===== src/design/cbf_pkg.sv =====
// shared types and constants of the counting bloom filter engine
`default_nettype none

package cbf_pkg;

	// fixed field widths of the request and result beats
	localparam int IDX_W      = 12;
	localparam int LANES      = 8;
	localparam int OP_W       = 2;
	localparam int MULT_W     = 8;
	localparam int CFG_W      = 4;
	localparam int CFG_IDX_W  = 1;
	localparam int HCNT_W     = 4;
	localparam int CBITS_W    = 5;
	localparam int QUEUE_DEPTH = 2;

	// configuration register indexes
	localparam logic [CFG_IDX_W-1:0] CFG_COUNTER_BITS = 1'b0;
	localparam logic [CFG_IDX_W-1:0] CFG_HASH_COUNT   = 1'b1;

	typedef enum logic [OP_W-1:0] {
		OP_INSERT = 2'd0,
		OP_DELETE = 2'd1,
		OP_MEMBER = 2'd2,
		OP_MULTI  = 2'd3
	} op_t;

	// raw configuration register contents
	typedef struct packed {
		logic [CFG_W-1:0] counter_bits;
		logic [CFG_W-1:0] hash_count;
	} cfg_t;

	// classified command header passed from front to back
	typedef struct packed {
		op_t                op;
		logic [HCNT_W-1:0]  hcnt;   // lanes in use, 1..max hashes
		logic [CBITS_W-1:0] cbits;  // counter width in use, 1..max bits
	} cmd_hdr_t;

	localparam int HDR_W = $bits(cmd_hdr_t);

endpackage

`default_nettype wire


===== src/design/cbf_front.sv =====
// front end: accepts request beats, clamps configuration, reduces indices into the store
`default_nettype none

module cbf_front #(
	parameter int NUM_COUNTERS     = 4096,
	parameter int MAX_HASHES       = 8,
	parameter int MAX_COUNTER_BITS = 8
) (
	input  wire logic                                  clk,
	input  wire logic                                  arst_n,
	input  wire logic                                  hold,
	input  wire cbf_pkg::cfg_t                         cfg,
	input  wire logic                                  in_valid,
	output logic                                       in_stall,
	input  wire logic [cbf_pkg::OP_W-1:0]              opcode,
	input  wire logic [cbf_pkg::IDX_W-1:0]             idx [cbf_pkg::LANES],
	output logic                                       push_valid,
	input  wire logic                                  push_stall,
	output cbf_pkg::cmd_hdr_t                          push_hdr,
	output logic [MAX_HASHES*$clog2(NUM_COUNTERS)-1:0] push_pos
);
	import cbf_pkg::*;

	localparam int AW    = $clog2(NUM_COUNTERS);
	localparam int BIT_W = 1;
	// index already lies in range or a mask does the modulo
	localparam bit DIRECT = ((NUM_COUNTERS & (NUM_COUNTERS - 1)) == 0) ||
		(NUM_COUNTERS >= 2**IDX_W);
	// quotient = (idx * RECIP) >> RSH, exact over the whole index range
	localparam int     RW      = IDX_W + 2;
	localparam int     RSH     = IDX_W + AW;
	localparam longint RECIP_L = ((longint'(1) << RSH) / longint'(NUM_COUNTERS)) + longint'(1);
	localparam logic [RW-1:0]    RECIP  = RW'(RECIP_L);
	localparam logic [IDX_W-1:0] NC_IDX = IDX_W'(NUM_COUNTERS);

	typedef enum logic [2:0] {
		F_IDLE   = 3'b001,
		F_REDUCE = 3'b010,
		F_PUSH   = 3'b100
	} fstate_t;

	fstate_t            state_q;
	logic [BIT_W-1:0]   bit_q;
	cmd_hdr_t           hdr_q;
	logic [IDX_W-1:0]   idx_q [MAX_HASHES];
	logic [IDX_W-1:0]   quo_q [MAX_HASHES];
	logic [AW-1:0]      pos_q [MAX_HASHES];
	logic               acc;
	logic [HCNT_W-1:0]  hcnt;
	logic [CBITS_W-1:0] cbits;

	// quotient of an index by the store size
	function automatic logic [IDX_W-1:0] quot(input logic [IDX_W-1:0] x);
		logic [IDX_W+RW-1:0] p;
		p = (IDX_W+RW)'(x) * (IDX_W+RW)'(RECIP);
		return IDX_W'(p >> RSH);
	endfunction

	assign in_stall   = hold || (state_q != F_IDLE);
	assign acc        = in_valid && !in_stall;
	assign push_valid = (state_q == F_PUSH);
	assign push_hdr   = hdr_q;

	always_comb begin
		if (cfg.hash_count == '0) begin
			hcnt = HCNT_W'(1);
		end else if (cfg.hash_count > HCNT_W'(MAX_HASHES)) begin
			hcnt = HCNT_W'(MAX_HASHES);
		end else begin
			hcnt = cfg.hash_count;
		end
		if (cfg.counter_bits == '0) begin
			cbits = CBITS_W'(1);
		end else if (CBITS_W'(cfg.counter_bits) > CBITS_W'(MAX_COUNTER_BITS)) begin
			cbits = CBITS_W'(MAX_COUNTER_BITS);
		end else begin
			cbits = CBITS_W'(cfg.counter_bits);
		end
	end

	always_comb begin
		for (int l = 0; l < MAX_HASHES; l++) begin
			push_pos[l*AW +: AW] = pos_q[l];
		end
	end

	always_ff @(posedge clk or negedge arst_n) begin
		if (!arst_n) begin
			state_q <= F_IDLE;
			bit_q   <= '0;
		end else begin
			unique case (state_q)
				F_IDLE: begin
					if (acc) begin
						bit_q   <= BIT_W'(1);
						state_q <= DIRECT ? F_PUSH : F_REDUCE;
					end
				end
				F_REDUCE: begin
					if (bit_q == '0) begin
						state_q <= F_PUSH;
					end else begin
						bit_q <= bit_q - 1'b1;
					end
				end
				F_PUSH: begin
					if (!push_stall) begin
						state_q <= F_IDLE;
					end
				end
				default: state_q <= F_IDLE;
			endcase
		end
	end

	// two reduction steps: quotient, then remainder
	always_ff @(posedge clk) begin
		if (acc) begin
			hdr_q.op    <= op_t'(opcode);
			hdr_q.hcnt  <= hcnt;
			hdr_q.cbits <= cbits;
			for (int l = 0; l < MAX_HASHES; l++) begin
				idx_q[l] <= idx[l];
				pos_q[l] <= DIRECT ? AW'(idx[l]) : '0;
			end
		end else if (state_q == F_REDUCE) begin
			for (int l = 0; l < MAX_HASHES; l++) begin
				if (bit_q != '0) begin
					quo_q[l] <= quot(idx_q[l]);
				end else begin
					pos_q[l] <= AW'(idx_q[l] - IDX_W'(quo_q[l] * NC_IDX));
				end
			end
		end
	end

endmodule

`default_nettype wire


===== config.mk =====
export PLATFORM = sky130hd
export DESIGN_NAME = cbf_front
export DESIGN_NICKNAME = d
export VERILOG_FILES = /design/src/design/cbf_pkg.sv /design/src/design/cbf_front.sv
export SDC_FILE = /design/constraint.sdc
export NUM_CORES = 1
export LEC_CHECK = 0
export ABC_AREA = 1
export BUFFER_PORTS_ARGS = -buffer_cell sky130_fd_sc_hd__buf_2
export CELL_PAD_IN_SITES_DETAIL_PLACEMENT = 1
export CELL_PAD_IN_SITES_GLOBAL_PLACEMENT = 1
export CORE_ASPECT_RATIO = 0.6
export CORE_MARGIN = 3
export CORE_UTILIZATION = 39
export CTS_CLUSTER_SIZE = 30
export DETAILED_ROUTE_END_ITERATION = 10
export GPL_TIMING_DRIVEN = 0
export PLACE_DENSITY = 0.82
export SYNTH_ARGS = -nofsm -noshare
export SYNTH_HDL_FRONTEND = slang
export SYNTH_SLANG_ARGS = --single-unit
export TNS_END_PERCENT = 20

===== constraint.sdc =====
create_clock -name clk -period 6.9 [get_ports clk]
set_clock_uncertainty 0.1 [all_clocks]
set_input_delay 0.345 -clock clk [delete_from_list [all_inputs] [get_ports clk]]
set_output_delay 0.345 -clock clk [all_outputs]
set_load 0.01 [all_outputs]

==> results.toml <==
[status]
status = "completed"

[sta]
final_max_slew_viol_count = 0
rsz0062_at_grt = "false"
hold_viol_final = 0
timing.fmax_mhz = 428.1
setup_tns_ns = 0
timing.final.crit_share_pct = 33.86
finalWorstPathRequiredPeriod_ns = 2.336
finalSetupViolations = 0
timing.hold.ws_ns = 0.009543

[cts]
cts_root_buffer = "clkbuf_16"
h-tree-depth = 4
cts_sinks = 132
clk_pin_slew_ns = 0.07
cts_tree = "yes"
clk_latency_ns = 0.41
cts_buffers = 17
ctsLongestPathBuffers = 2
cts_setup_buffers = 0

[critical_path]
crit_required_ns = 6.86
crit_arrival_ns = 2.29
start_kind = "flop"
critPathCaptureType = "flop"
critPathKind = "reg2reg"
critPathMaxFanout = 80

[floorplanning]
start_util_pct = 41.29
ioPinCount = 220
row_count = 29
die_y_um = 89.29
die-area_um2 = 12930
core_um2 = 10920
die_w_um = 144.8

[route]
ant_nets = 0
vias_per_cell = 4.697
dr.pass1.iters = 4
vias = 3274
wirelength_um = 14740
post-route-drc-count = 0
drtIter0Drc = 233
wl_per_cell_um = 21.15

[finish]
regArea_um2 = 3955
drive_above_1_share_pct = 48.33
final_cells = 697
final_cell_mix = "buf_2 (222), edfxtp_1 (130), nand2_1 (54), dlygate4sd3_1 (45), nand4_1 (24)"
multiInputGateArea_um2 = 439.2
final_common_cell = "buf_2"
area_growth_syn_to_layout_pct = 51.75
layout.nets = 639
fillers = 1062

[pwr]
powerDensity_nw_per_um2 = 290.0
p_leak_nw = 2.896
ir_drop_v = 0.0001859
total_power_mw = 1.985

[yosys]
synth_area_um2 = 4509
seq_area_frac_synth_pct = 87.71
yosys_register_bits = 132
syn_inst = 246
yosysWarnings = 0
synth_cell_types = 18
syn_nets = 357
syn_avg_cell_area_um2 = 18.33

[grt]
grt_pass1_wl_um = 19660
grt_overflow = 0
gr-usage-all-layers_pct = 21.07
antenna_found_initial = 3
first_global_vias = 3419
grt_max_degree = 81

[placed_design]
gp_congestion = 0.7414
dp_hpwl_um = 9259
dp.cells = 619
io_buffers = 217

[worst_hold_path]
hold_class = "in2reg"

[flow_run]
cap_viol_max_count = 0
-- state kept, by name, summed over array words and instances (netlist names) --
| name | flops |
|---|---|
| push_hdr | 10 |
| idx_q | 36 |
| state_q | 2 |
| pos_q | 84 |
-- cell usage after synthesis --
master / n / area, µm²
nand2_1: 54 / 202.7
nor2_1: 8 / 30.03
nand3_1: 1 / 5.000
buf_6: 2 / 22.52
clkbuf_1: 2 / 7.510
buf_4: 3 / 22.52
inv_2: 2 / 7.510
dfstp_2: 1 / 26.28
conb_1: 1 / 3.750
edfxtp_1: 130 / 3904
inv_1: 8 / 30.03
a21oi_1: 1 / 5.000
o21ai_0: 1 / 5.000
buf_2: 5 / 25.02
nand4_1: 24 / 150.1
nand3_4: 1 / 17.52
dfrtp_1: 1 / 25.02
nor2_8: 1 / 20.02
-- layout make-up --
cell class	count	share of cell area, %
sequential	132	57.80
timing repair buffer	263	22.86
multi-input combinational	92	6.418
clock buffer	19	6.327
tap	155	2.834
clock inverter	12	1.938
buffer	12	1.134
inverter	10	0.6217
antenna	2	0.07314
-- worst paths after layout --
path	startpoint	end	slack [ns]	cells past startpoint
min reg2reg	idx_q[6][11]$_DFFE_PN_	pos_q[1][35]$_DFFE_PN_	0.42	2
min	idx[28]	pos_q[1][16]$_DFFE_PN_	0.01	1
min in group asynchronous	arst_n	state_q[2]$_DFFE_PN0P_	0.15	2
max reg2reg	state_q[0]$_DFFE_PN1P_	pos_q[1][26]$_DFFE_PN_	4.56	6
max in group asynchronous	arst_n	state_q[0]$_DFFE_PN1P_	6.37	2
max	state_q[0]$_DFFE_PN1P_	pos_q[1][26]$_DFFE_PN_	4.56	6
-- worst max-delay path, cell delays in order (launching register included) --
cell,delay (ns)
dfstp_2,0.53
inv_2,0.05
nor2_8,0.15
nand3_4,0.15
buf_6,0.19
inv_6,0.36
buf_16,0.39
-- through the flow --
stage	util, %	area [µm²]	setup WS, ns
after global routing	62.65	6843	4.415
after floorplan	-	4509	2.842
final	62.65	6843	4.564
after detailed placement	53.31	5822	4.548
after global placement	53.01	5789	1.818
after CTS	62.06	6778	4.540
-- report_power, final --
| group | switching [mW] | leakage [nW] | total [mW] | internal, mW |
|---|---|---|---|---|
| logic | 0.0943 | 1.41 | 0.167 | 0.0731 |
| clock network | 0.346 | 0.261 | 0.875 | 0.530 |
| registers | 0.0118 | 1.23 | 0.942 | 0.930 |
| total | 0.452 | 2.90 | 1.98 | 1.53 |
-- logic make-up (layout without fill, tap and decap cells) --
group,after synthesis,after routing,share of synthesized area [%]
and+or+nand+nor,89,89,9.434
other,1,3,0.08316
DFF,132,132,87.71
AOI/OAI and AO/OA,2,2,0.2218
buffers and inverters,22,316,2.553
-- layer usage --
layer	wire length, µm	share of wire (%)	GRT usage [%]
met1	5813	39	24.34
met2	7555	51	36.16
met3	1192	8.1	8.284
met4	170	1.2	7.621
met5	7	0.047	0
-- timing repair --
action	4_1_cts	5_1_grt
hold buffers	39	6
hold endpoints to repair	40	6
resized for setup	0	0
(Power assumes the default switching activity.)
