[src/design/cbf_pkg.sv]
// shared types and constants of the counting bloom filter engine
`default_nettype none

package cbf_pkg;

	// fixed field widths of the request and result beats
	localparam int IDX_W      = 12;
	localparam int LANES      = 8;
	localparam int OP_W       = 2;
	localparam int MULT_W     = 8;
	localparam int CFG_W      = 4;
	localparam int CFG_IDX_W  = 1;
	localparam int HCNT_W     = 4;
	localparam int CBITS_W    = 5;
	localparam int QUEUE_DEPTH = 2;

	// configuration register indexes
	localparam logic [CFG_IDX_W-1:0] CFG_COUNTER_BITS = 1'b0;
	localparam logic [CFG_IDX_W-1:0] CFG_HASH_COUNT   = 1'b1;

	typedef enum logic [OP_W-1:0] {
		OP_INSERT = 2'd0,
		OP_DELETE = 2'd1,
		OP_MEMBER = 2'd2,
		OP_MULTI  = 2'd3
	} op_t;

	// raw configuration register contents
	typedef struct packed {
		logic [CFG_W-1:0] counter_bits;
		logic [CFG_W-1:0] hash_count;
	} cfg_t;

	// classified command header passed from front to back
	typedef struct packed {
		op_t                op;
		logic [HCNT_W-1:0]  hcnt;   // lanes in use, 1..max hashes
		logic [CBITS_W-1:0] cbits;  // counter width in use, 1..max bits
	} cmd_hdr_t;

	localparam int HDR_W = $bits(cmd_hdr_t);

endpackage

`default_nettype wire

[src/design/cbf_queue.sv]
// short command queue between front and back
`default_nettype none

module cbf_queue #(
	parameter int W = 8
) (
	input  wire logic         clk,
	input  wire logic         arst_n,
	input  wire logic         push_valid,
	output logic              push_stall,
	input  wire logic [W-1:0] push_data,
	output logic              pop_valid,
	input  wire logic         pop_take,
	output logic [W-1:0]      pop_data
);
	import cbf_pkg::*;

	localparam int PW = (QUEUE_DEPTH > 1) ? $clog2(QUEUE_DEPTH) : 1;

	logic [W-1:0] store_q [QUEUE_DEPTH];
	logic [PW-1:0] wr_q;
	logic [PW-1:0] rd_q;
	logic [PW:0]   cnt_q;
	logic          do_push;
	logic          do_pop;

	assign push_stall = (cnt_q == (PW+1)'(QUEUE_DEPTH));
	assign pop_valid  = (cnt_q != '0);
	assign pop_data   = store_q[rd_q];
	assign do_push    = push_valid && !push_stall;
	assign do_pop     = pop_take && pop_valid;

	always_ff @(posedge clk or negedge arst_n) begin
		if (!arst_n) begin
			wr_q  <= '0;
			rd_q  <= '0;
			cnt_q <= '0;
		end else begin
			if (do_push) begin
				wr_q <= (wr_q == PW'(QUEUE_DEPTH - 1)) ? '0 : wr_q + 1'b1;
			end
			if (do_pop) begin
				rd_q <= (rd_q == PW'(QUEUE_DEPTH - 1)) ? '0 : rd_q + 1'b1;
			end
			if (do_push && !do_pop) begin
				cnt_q <= cnt_q + 1'b1;
			end else if (do_pop && !do_push) begin
				cnt_q <= cnt_q - 1'b1;
			end
		end
	end

	always_ff @(posedge clk) begin
		if (do_push) begin
			store_q[wr_q] <= push_data;
		end
	end

endmodule

`default_nettype wire

[config.mk]
export PLATFORM = sky130hd
export DESIGN_NAME = cbf_queue
export DESIGN_NICKNAME = d
export VERILOG_FILES = /design/src/design/cbf_pkg.sv /design/src/design/cbf_queue.sv
export SDC_FILE = /design/constraint.sdc
export NUM_CORES = 1
export LEC_CHECK = 0
export ABC_AREA = 0
export BUFFER_PORTS_ARGS = -buffer_cell sky130_fd_sc_hd__buf_2
export CORE_MARGIN = 2
export CORE_UTILIZATION = 52
export DETAILED_ROUTE_END_ITERATION = 6
export PLACE_DENSITY_LB_ADDON = 0.05
export SLEW_MARGIN = 20
export SYNTH_ARGS = -nofsm -noshare
export SYNTH_HDL_FRONTEND = slang
export SYNTH_SLANG_ARGS = --single-unit
[constraint.sdc]
create_clock -name clk -period 2.8 [get_ports clk]
set_input_delay 0.14 -clock clk [delete_from_list [all_inputs] [get_ports clk]]
set_output_delay 0.14 -clock clk [all_outputs]
set_load 0.01 [all_outputs]
==> key figures, run 1 <==
Run status
  – Status: complete, no violations

Logic synthesis
  – Avg Inst Size Synth: around 18 um2
  – Gate Count Post-Synth: 44
  – Number of library cell types mapped by synthesis: 14
  – Post-synthesis instance area: just under 800 um2
  – Post-synthesis register bit count: 20
  – Synth warnings: 0
  – Sequential-to-total area share from yosys stat: 73.89%
  – Syn nets: 57

Die
  – Row Count: 14
  – Die ar.: around 0.0018 mm2
  – Initial Util: 54.04%
  – Die X: ~43 um
  – Die Y: between 40 and 50 um
  – CORE AREA: 0.001454 mm2
  – I/O pins: 22

Worst setup path
  – Number of buffers and inverters on the critical path: 0
  – Critical-path cell list: nand2b_1, nand2_2, nor2_1
  – WS Path Type: reg -> reg
  – Worst setup SP type: flop
  – Critical path's top delay family: simple AND/OR/NAND/NOR gates
  – Crit path max-delay cell type: nor2_1
  – Critical Path Fanout Max: 8
  – Largest stage delay, worst path: 0.52 ns
  – CP Capture Type: flop
  – Crit path DAT: 1.48 ns
  – Critical Path RT: 2.73 ns

Clocking
  – Clock buffer count from CTS: 3
  – CTS Sinks: 20
  – Clock root buffer: clkbuf_4
  – CTS tree: built
  – # resized after CTS: 0
  – H-tree Lvls: 1
  – Worst-Skew Late Latency: 0.28 ns
  – CTS clk-pin slew, worst paths: 0.10 ns
  – Clk buf depth: 2

Final layout
  – Syn-to-layout area delta: 19.90%
  – Commonest non-fill, non-tap cells in the layout: 21 x buf_2, 16 x edfxtp_1, 8 x mux2_1
  – Antenna diode count: 0
  – Nets@finish: 83
  – Fraction of layout instances using a drive strength above 1: 39.13%
  – Most common cell after layout, fill and taps aside: buf_2

Power
  – Power density of the placed cells: ~970 mW/mm2
  – VDD IR-drop max: 553.5 uV
  – Power, Total: 0.9150 mW
  – Leakage power: 0.3925 nW

STA
  – Slew HR: between 50% and 60%
  – Clock skew: about 0.0029 ns
  – Final WS setup: 1.246 ns
  – Pins Over Slew Limit: 0
  – Final Cycle Share: 55.52%
  – # setup viols final: 0
  – RSZ-0062 raised after global routing: false
  – Period minus WS final: approximately 1.6 ns
  – FMAX: 643.3 MHz
  – Setup TNS: 0 ns
  – Fin. Hold Viols: 0
  – Slew @ Worst Pin: 0.6615 ns

Placed design
  – RePlAce Congestion: slightly below 0.7
  – DP HPWL: about 850 um
  – DP Worst Slack: 1.242 ns
  – IO buf count: 21

Detailed routing
  – DR WL/cell: 13.16 um
  – First-iteration detailed-routing DRC count: 1
  – DR vias: 420
  – Antenna Nets Post-Route: 0
  – Vias/cell: 4.941
  – Initial DRT Pass Iterations: 4
  – DRC: 0
  – Wirelength, routed: 1119 um

GRT
  – Pin count of the biggest net entering global routing: 12
  – Vias in the first global route: 483
  – First-pass GRT wire length: around 1900 um
  – GRT Total Usage: 14.44%
  – Initial antenna violation count: 0
  – Grt ovf: 0

Hold path
  – HP Class: in -> reg

Run
  – Max-Cap Viols: 0
==> synthesized netlist by cell type (all sizes together) <==
master	n	area [um2]
dfrtp	4	100.1
xnor2	3	26.28
and3	1	6.260
inv	2	7.510
nor2	2	7.510
nand2	2	17.52
nand2b	1	6.260
xor2	2	17.52
ha	1	12.51
buf	1	5.000
or2	1	8.760
mux2	8	90.09
edfxtp	16	480.5
==> final cells by class <==
type                    count  area (um2)
flip-flops and latches     20       580.6
fillers                   104       511.7
well taps                  16       20.02
inverters                   2       7.507
clock buffers               4       26.28
repair buffers             22       115.1
multi-input cells          21       192.7
==> worst register-to-register path: cells and delay by family, from the launching register on <==
| kind | cells | cell delay (ns) |
|---|---|---|
| DFF | 1 | 0.42 |
| and+or+nand+nor | 3 | 0.78 |
==> kinds of logic (layout without fill, tap and decap cells) <==
group	Yosys count	after routing	share of synthesized area, %
muxes	8	8	11.47
buffers and inverters	3	28	1.592
adders and majority gates	1	1	1.592
and+or+nand+nor	7	7	5.894
DFF	20	20	73.89
xor gates and xnor gates	5	5	5.574
==> state kept, by name, summed over array words and instances (netlist names) <==
name and count:
store_q 16, cnt_q 2, rd_q 1, wr_q 1
==> power by group <==
group	switching (mW)	leakage [nW]	internal, mW
clock network	0.0759	0.0150	0.0552
logic	0.155	0.182	0.154
registers	0.0589	0.195	0.416
total	0.290	0.393	0.625
==> final timing paths <==
path / start / to / slack (ns) / depth (start not counted)
max in group asynchronous: arst_n / rd_q$_DFFE_PN0P_ / 2.50 / 2
min in group asynchronous: arst_n / cnt_q[0]$_DFFE_PN0P_ / 0.18 / 2
min reg2reg: cnt_q[1]$_DFFE_PN0P_ / cnt_q[1]$_DFFE_PN0P_ / 0.51 / 1
min: push_data[3] / store_q[0][3]$_DFFE_PP_ / 0.04 / 1
max reg2reg: cnt_q[0]$_DFFE_PN0P_ / store_q[0][0]$_DFFE_PP_ / 1.25 / 3
max: cnt_q[0]$_DFFE_PN0P_ / store_q[0][0]$_DFFE_PP_ / 1.25 / 3
==> metrics by stage <==
stage,hold slack [ns],std cells,cell area (um2),util (%)
6_report,0.03501,85,942.2,64.80
5_1_grt,0.03291,85,942.2,64.80
4_1_cts,0.02916,85,942.2,64.80
3_5_place_dp,-0.04562,80,905.9,62.31
3_3_place_gp,-0.04764,80,905.9,62.31
2_1_floorplan,-0.1556,44,785.8,-
==> repair_timing <==
item,in CTS,in global routing
setup buffers,0,0
endpoints found under the hold margin,4,0
hold buffers,1,0
==> metal layers <==
layer / routed length (um) / track usage [%]
met5: 0 / 0
met4: 0 / 5.625
met3: 49 / 2.553
met2: 629 / 26.97
met1: 440 / 15.93
(Power assumes the default switching activity.)
==> run 2: changes to the inputs <==
--- a/config.mk
+++ b/config.mk
@@ -8,7 +8,7 @@
 export ABC_AREA = 0
 export BUFFER_PORTS_ARGS = -buffer_cell sky130_fd_sc_hd__buf_2
 export CORE_MARGIN = 2
-export CORE_UTILIZATION = 52
+export CORE_UTILIZATION = 48
 export DETAILED_ROUTE_END_ITERATION = 6
 export PLACE_DENSITY_LB_ADDON = 0.05
 export SLEW_MARGIN = 20
==> constraint.sdc (replaced) <==
create_clock -name clk -period 1.6 [get_ports clk]
set_input_delay 0.08 -clock clk [delete_from_list [all_inputs] [get_ports clk]]
set_output_delay 0.08 -clock clk [all_outputs]
set_load 0.01 [all_outputs]
==> key figures, run 2 (synthesis gave the netlist of run 1 again) <==
STA
  – FMAX: roughly 680 MHz
  – Final Cycle Share: 91.31%
  – RSZ-0062 raised after global routing: false
  – Setup TNS: 0 ns
  – Pins Over Slew Limit: 0
  – Slew @ Worst Pin: 0.3935 ns
  – Hold slack final: about 0.042 ns
  – Period minus WS final: 1.461 ns
  – # setup viols final: 0
  – Fin. Hold Viols: 0
  – Clock skew: 0.003125 ns
  – Slew HR: between 70% and 80%

Run
  – Max-Cap Viols: 0

Final layout
  – FF/Latch Area: 580.6 um2
  – Layout Cells excl Fill: 95
  – Syn-to-layout area delta: 33.28%
  – Most common cell after layout, fill and taps aside: buf_2
  – Biggest regs: store_q (16), cnt_q (2)
  – Design area: 0.001047 mm2
  – Fraction of layout instances using a drive strength above 1: 37.97%
  – Biggest register: store_q
  – # fillers: 112
  – Max reg flops: 16
  – Antenna diode count: 0
  – Commonest non-fill, non-tap cells in the layout: 21 x buf_2, 16 x edfxtp_1, 9 x dlygate4sd3_1
  – Multi-input logic area: 192.7 um2
  – Final core occ: 68.72%
  – Nets@finish: 93

Detailed routing
  – DR vias: 453
  – Routed length on met3: 48 um
  – Antenna Nets Post-Route: 0
  – DRC: 0
  – Wirelength, routed: 1156 um
  – DR WL/cell: 12.17 um
  – Initial DRT Pass Iterations: 4
  – Max layer used: met3
  – First-iteration detailed-routing DRC count: 4
  – Metal2 WL: 618 um
  – Vias/cell: between 4 and 5
  – Wire length on met1: around 490 um

Placed design
  – Cell Area, Placed: roughly 900 um2
  – Post-Place Cells: just over 80
  – RePlAce Congestion: 0.6870
  – IO buf count: 21

Die
  – I/O pins: 22
  – Die ar.: 0.001977 mm2
  – Row Count: 14
  – Die X: 44.46 um
  – Die Y: 44.46 um
  – Initial Util: 51.56%
  – CORE AREA: 0.001524 mm2

Worst setup path
  – WS Path Type: reg -> reg
  – CP Capture Type: flop
  – Critical Path Fanout Max: 4
  – Critical R2R Launch: cnt_q[0]$_DFFE_PN0P_
  – Crit path DAT: 1.68 ns
  – Worst setup SP type: flop
  – Reg-to-reg critical path endpoint: cnt_q[1]$_DFFE_PN0P_
  – Critical Path RT: around 1.8 ns
  – Flop2flop setup slack: 0.14 ns
  – FF-to-FF path depth: 7

Run status
  – Status: complete, no violations

GRT
  – Pin count of the biggest net entering global routing: 12
  – First-pass GRT wire length: 1856 um
  – Grt ovf: 0
  – Vias in the first global route: about 470
  – Initial antenna violation count: 0
  – GRT Total Usage: 13.24%

Clocking
  – CTS Sinks: 20
  – # resized after CTS: 0
  – CTS clk-pin slew, worst paths: 0.10 ns
  – Clk buf depth: 2
  – Clock buffer count from CTS: 3
  – Clock root buffer: clkbuf_4
  – Worst-Skew Late Latency: 0.29 ns
  – CTS tree: built
  – H-tree Lvls: 1

Hold path
  – HP Class: in -> reg
  – Worst hold endpoint: rd_q$_DFFE_PN0P_
  – Hold Crit Depth: 3
  – Hold_sp: pop_take

Power
  – VDD IR-drop max: 808.9 uV
  – Leakage power: 0.4424 nW
  – Power density of the placed cells: 1606 mW/mm2
## run 2: changes by cell type in the layout (fill, tap and decap cells not counted)
cell,delta
buf_4,+2
clkbuf_8,+1
clkbuf_1,-1
dlygate4sd3_1,+8
## run 2: layer usage
metal  vias up  global-route usage [%]
met3         0                   2.857
met4         0                   5.455
met5         -                       0
met2        11                   22.32
li1        228                       -
met1       214                   16.39
## run 2: how the worst max path moves through the flow
stage          slack, ns                      end            startpoint  depth (start not counted)
2_1_floorplan       0.24  store_q[0][0]$_DFFE_PP_  cnt_q[0]$_DFFE_PN0P_                          3
3_3_place_gp        0.20     cnt_q[1]$_DFFE_PN0P_  cnt_q[0]$_DFFE_PN0P_                          7
3_5_place_dp        0.17     cnt_q[1]$_DFFE_PN0P_  cnt_q[0]$_DFFE_PN0P_                          6
4_1_cts             0.10              pop_data[4]      rd_q$_DFFE_PN0P_                          2
5_1_grt             0.04              pop_data[6]      rd_q$_DFFE_PN0P_                          2
6_report            0.14     cnt_q[1]$_DFFE_PN0P_  cnt_q[0]$_DFFE_PN0P_                          7
## run 2: final cells by class
cell class	count	area share, %
flip-flops and latches	20	55.44
inverters	2	0.7168
clock buffers	4	3.465
repair buffers	32	20.07
multi-input cells	21	18.40
well taps	16	1.912
## run 2: metrics by stage
stage          worst slack, ns  total power, mW
5_1_grt                0.03849            1.788
4_1_cts                 0.1028            1.710
3_3_place_gp            0.2031            1.401
6_report                0.1391            1.681
2_1_floorplan           0.2437            1.202
3_5_place_dp            0.1669            1.411
## run 2: worst max-delay path, stage by stage, from the launching register on
cell and delay [ns]:
dfrtp_1 0.44, nand2b_1 0.20, nand2_2 0.11, inv_1 0.05, ha_1 0.18, xor2_1 0.14
nor2_1 0.11, xor2_1 0.16
## run 2: what timing repair did
item | in CTS | in global routing
hold buffers | 9 | 0
endpoints found under the hold margin | 20 | 0
buffers inserted | 0 | 0
## run 2: power breakdown
part	switching [mW]	leakage [nW]	internal, mW	total, mW
Combinational	0.275	0.226	0.302	0.577
Clock	0.139	0.0210	0.138	0.277
Sequential	0.100	0.195	0.727	0.827
==> run 3: changes to the inputs <==
--- a/config.mk
+++ b/config.mk
@@ -7,8 +7,9 @@
 export LEC_CHECK = 0
 export ABC_AREA = 0
 export BUFFER_PORTS_ARGS = -buffer_cell sky130_fd_sc_hd__buf_2
+export CORE_ASPECT_RATIO = 1.5
 export CORE_MARGIN = 2
-export CORE_UTILIZATION = 48
+export CORE_UTILIZATION = 40
 export DETAILED_ROUTE_END_ITERATION = 6
 export PLACE_DENSITY_LB_ADDON = 0.05
 export SLEW_MARGIN = 20
==> key figures, run 3 (synthesis gave the netlist of run 1 again) <==
Detailed routing
  – Wirelength, routed: around 1100 um
  – DR WL/cell: 11.00 um
  – Antenna Nets Post-Route: 0
  – Initial DRT Pass Iterations: 2
  – DRC: 0
  – First-iteration detailed-routing DRC count: 4
  – DR vias: ~450
  – Vias/cell: 4.520

STA
  – Clock skew: 0.006780 ns
  – Final Cycle Share: 91.28%
  – Slew HR: roughly 74%
  – Fin. Hold Viols: 0
  – Period minus WS final: 1.460 ns
  – Slew @ Worst Pin: 0.3928 ns
  – FMAX: 684.7 MHz
  – Setup TNS: 0 ns
  – RSZ-0062 raised after global routing: false
  – Pins Over Slew Limit: 0
  – # setup viols final: 0

Final layout
  – Syn-to-layout area delta: 32.80%
  – Nets@finish: just over 90
  – Layout Cells excl Fill: 100
  – Antenna diode count: 0
  – Biggest register: store_q
  – Most common cell after layout, fill and taps aside: buf_2
  – Commonest non-fill, non-tap cells in the layout: 21 x buf_2, 16 x edfxtp_1, 9 x dlygate4sd3_1
  – Biggest regs: store_q (16), cnt_q (2)
  – Fraction of layout instances using a drive strength above 1: 36.71%
  – Design area: 0.001044 mm2
  – Max reg flops: 16

GRT
  – Initial antenna violation count: 0
  – Vias in the first global route: 440
  – GRT Total Usage: 11.79%
  – First-pass GRT wire length: 1759 um
  – Grt ovf: 0
  – Pin count of the biggest net entering global routing: 12

Worst setup path
  – Critical Path Fanout Max: 9
  – FF-to-FF path depth: 6
  – WS Path Type: reg -> out
  – Crit path DAT: about 1.4 ns
  – Worst setup SP type: flop
  – CP Capture Type: output port
  – Critical Path RT: between 1.5 and 2 ns

Run status
  – Status: complete, no violations

Placed design
  – IO buf count: 21
  – RePlAce Congestion: 0.5919
  – Cell Area, Placed: 927.1 um2
  – Post-Place Cells: 87

Clocking
  – Clock root buffer: clkbuf_4
  – Clock buffer count from CTS: 3
  – Clk buf depth: 2
  – H-tree Lvls: 1
  – # Post-CTS Setup Buffers: 0
  – CTS clk-pin slew, worst paths: 0.09 ns
  – CTS Sinks: 20
  – Worst-Skew Late Latency: ~0.28 ns
  – CTS tree: built

Hold path
  – Hold Crit Depth: 3
  – HP Class: in -> reg

Die
  – Die ar.: 0.002342 mm2
  – Row Count: 19
  – Die X: 40.19 um
  – Die Y: roughly 58 um
  – CORE AREA: 0.001854 mm2
  – I/O pins: 22
  – Initial Util: 42.38%

Power
  – Leakage power: 0.4364 nW
  – Power density of the placed cells: around 1600 mW/mm2
  – VDD IR-drop max: between 1000 and 1500 uV

Run
  – Max-Cap Viols: 0
==> run 3: cell counts in the layout (fill, tap and decap cells not counted) <==
Identical to the previous run, type by type.
==> run 3: layout make-up <==
cell class / count / area [um2]
clock buffer: 4 / 26.28
tap: 21 / 26.28
sequential: 20 / 580.6
multi-input combinational: 21 / 192.7
timing repair buffer: 32 / 210.2
inverter: 2 / 7.507
fill: 163 / 810.8
==> run 3: per-stage QoR <==
stage	setup slack (ns)	hold slack (ns)	total power [mW]	util [%]
global placement	0.1924	-0.1049	1.402	50.00
finish	0.1396	0.05262	1.624	56.28
global route	0.03999	0.03398	1.757	56.28
CTS	0.09667	0.03952	1.657	56.28
floorplan	0.2437	-0.2156	1.202	-
detailed placement	0.1574	-0.1079	1.408	50.00
==> run 3: routing by layer <==
| layer | track usage (%) | vias to the layer above | share of wire, % |
|---|---|---|---|
| met5 | 0 | - | 0 |
| met4 | 7.143 | 0 | 1.1 |
| met3 | 3.448 | 2 | 3.9 |
| met2 | 20.97 | 11 | 57 |
| met1 | 10.73 | 212 | 38 |
| li1 | - | 227 | - |
==> run 3: repair_timing <==
item | in CTS | in global routing
gates resized for setup | 0 | 0
hold buffers | 9 | 0
endpoints found under the hold margin | 20 | 0
==> run 3: final timing paths <==
kind	from	endpoint	slack, ns
worst max-delay path	rd_q$_DFFE_PN0P_	pop_data[3]	0.14
worst min-delay path	pop_take	rd_q$_DFFE_PN0P_	0.05
worst max register to register	cnt_q[0]$_DFFE_PN0P_	cnt_q[1]$_DFFE_PN0P_	0.16
worst min register to register	wr_q$_DFFE_PN0N_	wr_q$_DFFE_PN0N_	0.50
max in group asynchronous	arst_n	rd_q$_DFFE_PN0P_	1.36
min in group asynchronous	arst_n	cnt_q[0]$_DFFE_PN0P_	0.13
==> run 3: worst max-delay path, cell delays in order (launching register included) <==
cell and delay, ns:
dfrtp_1 0.59, mux2_1 0.37, buf_2 0.14
==> run 3: power breakdown <==
part           internal [mW]  total, mW  switching, mW
Combinational          0.302      0.571          0.269
Sequential             0.727      0.828          0.101
Clock                 0.0966      0.226          0.129
Total                   1.13       1.62          0.499
